File: src/design/spq_pkg.sv
package spq_pkg;

   localparam int PRI_BITS = 8;
   localparam int PORT_TAG_BITS = 32;
   localparam int OCC_BITS = 5;

   typedef enum logic [1:0] {
      ST_ADDED  = 2'd0,
      ST_SERVED = 2'd1,
      ST_EMPTY  = 2'd2,
      ST_FULL   = 2'd3
   } status_type;

   typedef struct packed {
      logic insert;
      logic remove;
   } cell_ctrl_type;

endpackage

File: src/design/spq_cell.sv
module spq_cell #(
   parameter int TAG_BITS = 32
) (
   input  logic                          clock,
   input  spq_pkg::cell_ctrl_type        ctrl,
   input  logic [spq_pkg::PRI_BITS-1:0]  new_priority,
   input  logic [TAG_BITS-1:0]           new_tag,
   input  logic [spq_pkg::PRI_BITS-1:0]  left_priority,
   input  logic [TAG_BITS-1:0]           left_tag,
   input  logic                          left_before,
   input  logic [spq_pkg::PRI_BITS-1:0]  right_priority,
   input  logic [TAG_BITS-1:0]           right_tag,
   input  logic                          occupied,
   output logic [spq_pkg::PRI_BITS-1:0]  cell_priority,
   output logic [TAG_BITS-1:0]           cell_tag,
   output logic                          ahead
);

   logic [spq_pkg::PRI_BITS-1:0] priority_ff, priority_in;
   logic [TAG_BITS-1:0]          tag_ff, tag_in;

   // An entry stays ahead of a new one when it is held and its priority is not greater.
   assign ahead = occupied && (priority_ff <= new_priority);

   always_comb begin
      priority_in = priority_ff;
      tag_in      = tag_ff;
      if (ctrl.insert && !ahead) begin
         if (left_before) begin
            priority_in = new_priority;
            tag_in      = new_tag;
         end else begin
            priority_in = left_priority;
            tag_in      = left_tag;
         end
      end else if (ctrl.remove) begin
         priority_in = right_priority;
         tag_in      = right_tag;
      end
   end

   always_ff @(posedge clock) begin
      priority_ff <= priority_in;
      tag_ff      <= tag_in;
   end

   assign cell_priority = priority_ff;
   assign cell_tag      = tag_ff;

endmodule

File: src/design/stable_priority_queue_top.sv
// Stable priority queue of CAPACITY entries held in a row of compare-and-shift cells, kept
// sorted by priority with equal priorities in arrival order. The block takes one add or serve
// item in every cycle (busy stays low) and gives exactly one result per item on the cycle
// after it is accepted, marked by rsp_strobe for one cycle; the result is not held, so the
// receiver must take it then. An add goes into all cells at once, each comparing itself with
// the new entry, and a serve shifts every cell one place toward the front.
module stable_priority_queue_top #(
   parameter int CAPACITY = 16,
   parameter int TAG_BITS = 32
) (
   input  logic                               clock,
   input  logic                               reset,
   input  logic                               start,
   output logic                               busy,
   input  logic                               req_action,
   input  logic [spq_pkg::PRI_BITS-1:0]       req_entry_priority,
   input  logic [spq_pkg::PORT_TAG_BITS-1:0]  req_entry_tag,
   output logic                               rsp_strobe,
   output logic [1:0]                         rsp_status,
   output logic [spq_pkg::PRI_BITS-1:0]       rsp_served_priority,
   output logic [spq_pkg::PORT_TAG_BITS-1:0]  rsp_served_tag,
   output logic [spq_pkg::OCC_BITS-1:0]       rsp_occupancy
);

   localparam int CNT_BITS = $clog2(CAPACITY + 1);

   logic [CNT_BITS-1:0]          count_ff, count_in;
   logic                         rsp_strobe_ff;
   spq_pkg::status_type          rsp_status_ff, status_in;
   logic [spq_pkg::PRI_BITS-1:0] rsp_priority_ff, priority_in;
   logic [spq_pkg::PORT_TAG_BITS-1:0] rsp_tag_ff, tag_in;
   logic [spq_pkg::OCC_BITS-1:0] rsp_occupancy_ff;

   logic                         accept, full, empty;
   spq_pkg::cell_ctrl_type       ctrl;
   logic [TAG_BITS-1:0]          new_tag;
   logic [spq_pkg::PORT_TAG_BITS-1:0] front_tag;

   logic [spq_pkg::PRI_BITS-1:0] cell_priority [CAPACITY];
   logic [TAG_BITS-1:0]          cell_tag [CAPACITY];
   logic                         cell_before [CAPACITY];
   logic                         cell_occupied [CAPACITY];

   assign busy   = 1'b0;
   assign accept = start && !busy;
   assign full   = (count_ff == CNT_BITS'(CAPACITY));
   assign empty  = (count_ff == '0);

   assign ctrl.insert = accept && !req_action && !full;
   assign ctrl.remove = accept && req_action && !empty;

   for (genvar b = 0; b < TAG_BITS; b++) begin : g_new_tag
      if (b < spq_pkg::PORT_TAG_BITS) begin : g_bit
         assign new_tag[b] = req_entry_tag[b];
      end else begin : g_zero
         assign new_tag[b] = 1'b0;
      end
   end

   for (genvar b = 0; b < spq_pkg::PORT_TAG_BITS; b++) begin : g_front_tag
      if (b < TAG_BITS) begin : g_bit
         assign front_tag[b] = cell_tag[0][b];
      end else begin : g_zero
         assign front_tag[b] = 1'b0;
      end
   end

   for (genvar i = 0; i < CAPACITY; i++) begin : g_cell
      logic [spq_pkg::PRI_BITS-1:0] left_priority, right_priority;
      logic [TAG_BITS-1:0]          left_tag, right_tag;
      logic                         left_before;

      assign cell_occupied[i] = (CNT_BITS'(i) < count_ff);

      if (i == 0) begin : g_head
         assign left_priority = req_entry_priority;
         assign left_tag      = new_tag;
         assign left_before   = 1'b1;
      end else begin : g_body
         assign left_priority = cell_priority[i-1];
         assign left_tag      = cell_tag[i-1];
         assign left_before   = cell_before[i-1];
      end

      if (i == CAPACITY - 1) begin : g_tail
         assign right_priority = '0;
         assign right_tag      = '0;
      end else begin : g_next
         assign right_priority = cell_priority[i+1];
         assign right_tag      = cell_tag[i+1];
      end

      spq_cell #(
         .TAG_BITS(TAG_BITS)
      ) u_cell (
         .clock          (clock),
         .ctrl           (ctrl),
         .new_priority   (req_entry_priority),
         .new_tag        (new_tag),
         .left_priority  (left_priority),
         .left_tag       (left_tag),
         .left_before    (left_before),
         .right_priority (right_priority),
         .right_tag      (right_tag),
         .occupied       (cell_occupied[i]),
         .cell_priority  (cell_priority[i]),
         .cell_tag       (cell_tag[i]),
         .ahead          (cell_before[i])
      );
   end

   always_comb begin
      count_in    = count_ff;
      status_in   = spq_pkg::ST_ADDED;
      priority_in = '0;
      tag_in      = '0;
      if (req_action) begin
         if (empty) begin
            status_in = spq_pkg::ST_EMPTY;
         end else begin
            status_in   = spq_pkg::ST_SERVED;
            priority_in = cell_priority[0];
            tag_in      = front_tag;
         end
      end else if (full) begin
         status_in = spq_pkg::ST_FULL;
      end
      if (ctrl.insert) begin
         count_in = count_ff + CNT_BITS'(1);
      end else if (ctrl.remove) begin
         count_in = count_ff - CNT_BITS'(1);
      end
   end

   always_ff @(posedge clock) begin
      if (reset) begin
         count_ff      <= '0;
         rsp_strobe_ff <= 1'b0;
      end else begin
         count_ff      <= count_in;
         rsp_strobe_ff <= accept;
      end
      if (accept) begin
         rsp_status_ff    <= status_in;
         rsp_priority_ff  <= priority_in;
         rsp_tag_ff       <= tag_in;
         rsp_occupancy_ff <= spq_pkg::OCC_BITS'(count_in);
      end
   end

   assign rsp_strobe          = rsp_strobe_ff;
   assign rsp_status          = rsp_status_ff;
   assign rsp_served_priority = rsp_priority_ff;
   assign rsp_served_tag      = rsp_tag_ff;
   assign rsp_occupancy       = rsp_occupancy_ff;

   a_result_follows: assert property (@(posedge clock) disable iff (reset)
      accept |=> rsp_strobe)
      else $error("An accepted item gave no result.");

   a_no_spurious: assert property (@(posedge clock) disable iff (reset)
      !accept |=> !rsp_strobe)
      else $error("A result appeared without an item.");

   a_count_bound: assert property (@(posedge clock) disable iff (reset)
      count_ff <= CNT_BITS'(CAPACITY))
      else $error("The entry count exceeds the capacity.");

   a_serve_count: assert property (@(posedge clock) disable iff (reset)
      ctrl.remove |=> count_ff == $past(count_ff) - CNT_BITS'(1))
      else $error("A serve did not remove exactly one entry.");

   a_front_sorted: assert property (@(posedge clock) disable iff (reset)
      count_ff >= CNT_BITS'(2) |-> cell_priority[0] <= cell_priority[1])
      else $error("The front entries are out of order.");

endmodule

File: config.mk
export PLATFORM = sky130hd
export DESIGN_NAME = stable_priority_queue_top
export DESIGN_NICKNAME = d
export VERILOG_FILES = /design/src/design/spq_pkg.sv /design/src/design/spq_cell.sv /design/src/design/stable_priority_queue_top.sv
export SDC_FILE = /design/constraint.sdc
export NUM_CORES = 2
export LEC_CHECK = 0
export ABC_AREA = 1
export BUFFER_PORTS_ARGS = -buffer_cell sky130_fd_sc_hd__buf_2
export CAP_MARGIN = 40
export CORE_UTILIZATION = 60
export DETAILED_ROUTE_END_ITERATION = 12
export GPL_TIMING_DRIVEN = 1
export PLACE_DENSITY = 0.82
export SETUP_SLACK_MARGIN = 0.3
export SKIP_LAST_GASP = 1
export SYNTH_ARGS = -nofsm -noshare
export SYNTH_HDL_FRONTEND = slang
export SYNTH_HIERARCHICAL = 1
export SYNTH_SLANG_ARGS = --single-unit
File: constraint.sdc
create_clock -name clock -period 6.1 [get_ports clock]
set_input_delay 0.305 -clock clock [delete_from_list [all_inputs] [get_ports clock]]
set_output_delay 0.305 -clock clock [all_outputs]
set_load 0.05 [all_outputs]
======== Yosys cells after proc, flatten, opt, wreduce, memory -nomap -nowiden ========
Cells that the tools add are included.
storage, ports and cells
  bits in registers ....................... 693
  bits in latches ......................... 0
  RAM bits ................................ 0
  bits in read-only memories .............. 0
  bits of input ports ..................... 44
  output and inout port bits .............. 49
  memories kept ........................... 0
operators by class
  add/sub/neg operators ................... 2
  multipliers ............................. 0
  div/mod/pow operators ................... 0
  $lt $le $gt $ge ......................... 32
  equal/unequal tests ..................... 1
  shift operators ......................... 0
  mux-type cells .......................... 99
  bitwise logic cells ..................... 1
  reduce and logical (&&, ||, !) cells .... 73
operator list
  kind                                               count
  two-way mux 32 bit                                 47
  two-way mux 8 bit                                  47
  <= comparator 8 bit                                16
  < comparator 4 x 5 -> 1 bit, first input constant  8
  logical AND 1 bit                                  36
  nonzero test 2 bit                                 16
  < comparator 3 x 5 -> 1 bit, first input constant  4
  logical NOT 1 bit                                  19
  < comparator 1 x 5 -> 1 bit, first input constant  2
  < comparator 2 x 5 -> 1 bit, first input constant  2
  two-way mux 5 bit                                  2
  two-way mux 2 bit                                  3
  adder 5 x 1 -> 5 bit, second input constant        1
  equality test 5 bit, second input constant         1
  logical NOT 5 bit                                  1
  subtractor 5 x 1 -> 5 bit, second input constant   1
  OR reduction 2 bit                                 1
  inverter 1 bit                                     1

======== Logic depth before layout (Yosys ltp) ========
  word-level depth ........................ 5
  depth in mapped cells ................... 17
  mapped depth without buffers ............ 15

======== Hierarchy ========
The synthesis kept the hierarchy.
modules (own cells, without submodules)
  module                           times used  cells an instance  area each (um^2)
  spq_cell (g_cell[0].u_cell ...)  10          258                2518.7
  spq_cell (g_cell[4].u_cell ...)  6           258                2543.7
  stable_priority_queue_top        1           237                2362.3

======== Least setup slack after synthesis ========
OpenSTA, ideal clock, no wires.
  path kind ............................... register -> register
  start ................................... reg count_ff[1]
  end ..................................... reg g_cell[0].u_cell.priority_ff (netlist bit g_cell[0].u_cell/cell_priority[0]), enable pin
  setup time .............................. 0.398 ns
  arrival ................................. 2.592 ns
  slack ................................... 3.110 ns
  cell stages (with the launch flop) ...... 10
  period minus slack after synthesis ...... 2.990 ns
  cells stage by stage .................... dfxtp_1 > inv_1 > ha_1 > nand4_2 > nand2_2 > inv_1 > clkbuf_1 > nand2_4 > buf_6 > nand2_1
RTL lines
  item                    RTL line                          source
  from (decl)             stable_priority_queue_top.sv:27   logic [CNT_BITS-1:0] count_ff, count_in;
  from (signal assigned)  stable_priority_queue_top.sv:140  count_ff <= count_in;
  to (signal assigned)    spq_cell.sv:43                    priority_ff <= priority_in;
  to (decl)               spq_cell.sv:19                    logic [spq_pkg::PRI_BITS-1:0] priority_ff, priority_in;

==> flow_metrics.tcl <==
set metrics [dict create \
    outcome "completed" \
    numPortBuffers 91 \
    antenna_found_initial 3 \
    path_clk_slew_ns 0.06 \
    hold_violations 0 \
    top_layer "met4" \
    via_per_inst 5.64 \
    cp_top_family "buffers and inverters" \
    fmax_mhz 263 \
    io_pins 93 \
    crit_path_max_fanout 128 \
    cts_buffers 72 \
    coreArea_sq_mm 0.0703 \
    route.met2.wl_mm 43.1 \
    dpl.hpwl_mm 63.1 \
    cp.arrival_ns 4.05 \
    worst_hold_slack_ns 0.209 \
    setup_violations 0 \
    slew_violations 0 \
    synth_area_sq_mm 0.0428 \
    path_class "register to register" \
    die_h_microns 269 \
    start_util_pct 60.9 \
    required_ns 6.34 \
    route.met3.wl_mm 7.06 \
    crit_chain "inv_2 -> ha_1 -> nand4_2 -> nand2_2 -> inv_8 -> buf_12 -> nand2_4 -> nand2_1 -> buf_4" \
    cts_max_path_buffers 3 \
    holdCritPathClass "input port to register" \
    cap_violations 0 \
    cts_hold_buf 2 \
    dr.pass1.iters 6 \
    vias 30100 \
    grt_overflow_total 0 \
    grt_use_total_pct 24.7 \
    met1Wirelength_mm 38.5 \
    grt_max_degree 129 \
    die_x_microns 269 \
    first_global_vias 29400 \
    drcViolationCount 0 \
    layout-drive-gt1-share_pct 22.7 \
    netlist_instances 4364 \
    end_kind "register" \
    dieArea_sq_mm 0.0724 \
    start_kind "register" \
    clk_latency_ns 0.61 \
    layout_commonest_cell "nand2_1" \
    slowest_delay_ns 0.53 \
    root_buffer "clkbuf_16" \
    layout_common_cells "1,429 x nand2_1, 687 x edfxtp_1, 650 x nand3_1" \
    p_leak_nw 20.1 \
    worstMarginPinSlew_ns 0.912 \
    ant_nets 0 \
    path_buf_inv 4 \
    cts_setup_buffers 0 \
    layout_min_cycle_time_ns 3.81 \
    grt_pass1_wl_mm 151 \
    drtIter0Drc 3039 \
    wl_per_cell_microns 16.9 \
    clock_skew_ns 0.0155 \
    gp_congestion 0.888 \
    rsz0062_at_grt "no" \
    slew_headroom_pct 39.2 \
    fin_crit_sh_pct 62.4 \
    setup_tns_ns 0 \
    vdd_drop_max_mv 0.232 \
    ctsHtreeMaxLevel 3 \
    synth.avg_cell_area_sq_um 9.81 \
    drt-total-wl_mm 90.4 \
    cts_tree "built" \
    area_growth_pct 6.30 \
    finalPower_w 0.0148 \
    post_cts_resized 0 \
    fin_nets 4519 \
    crit_path_top_delay_cell "inv_8" \
    ys_warn_count 6 \
    clock_sinks 693 \
    core.rowCount 97 \
    p_per_area_mw_per_mm2 326 \
]
through the flow:
step | setup slack (ns) | util [%] | instances | cell area (sq um)
2_1_floorplan | 3.11 | - | 4407 | 43000
3_3_place_gp | 2.17 | 61.3 | 5203 | 43100
3_5_place_dp | 2.30 | 61.4 | 5207 | 43100
4_1_cts | 2.35 | 64.7 | 5337 | 45500
5_1_grt | 2.02 | 64.8 | 5340 | 45500
6_report | 2.29 | 64.8 | 5340 | 45500
final cells by class:
| class | instances | area (sq um) |
|---|---|---|
| Fill cell | 5263 | 24800 |
| Multi-Input combinational cell | 3170 | 19300 |
| Tap cell | 940 | 1180 |
| Clock buffer | 94 | 1990 |
| Inverter | 266 | 1010 |
| Antenna cell | 3 | 7.51 |
| Clock inverter | 34 | 365 |
| Timing Repair Buffer | 140 | 883 |
| Sequential cell | 693 | 20700 |
per-layer routing:
layer	track usage (%)	up-vias
met5	0	-
met4	7.34	0
met3	3.37	158
met2	40.9	1277
met1	33.9	13900
li1	-	14800
sequential cells by signal, indices dropped and copies added, names as in the netlist:
register and cells:
rsp_status 2, rsp_occupancy 5, g_cell.u_cell/cell_priority 128, count_ff 5, rsp_strobe 1, g_cell.u_cell/cell_tag 512, rsp_served_priority 8, rsp_served_tag 32
worst reg2reg max path: cells and delay by family, from the launching register on:
kind / cells / cell delay (ns)
AND/OR/NAND/NOR: 4 / 0.99
adder cells (fa/ha/maj): 1 / 0.27
flip-flops: 1 / 0.50
buffers and inverters: 4 / 1.67
worst paths after layout:
check                                     start                                 to  slack [ns]  cells past startpoint
setup / recovery                    count_ff[0]  g_cell[2].u_cell/cell_priority[3]        2.29                      9
setup reg to reg                    count_ff[0]  g_cell[2].u_cell/cell_priority[3]        2.29                      9
hold reg to reg   g_cell[15].u_cell/cell_tag[6]      g_cell[14].u_cell/cell_tag[6]        0.51                      2
hold / removal                       req_action                      rsp_status[1]        0.21                      5
where the power goes:
group	total, W	switching (W)	internal, W
sequential	0.00672	0.000413	0.00630
clock	0.00444	0.00181	0.00263
combinational	0.00369	0.00220	0.00148
No activity file was read; power rests on OpenSTA's default activity.
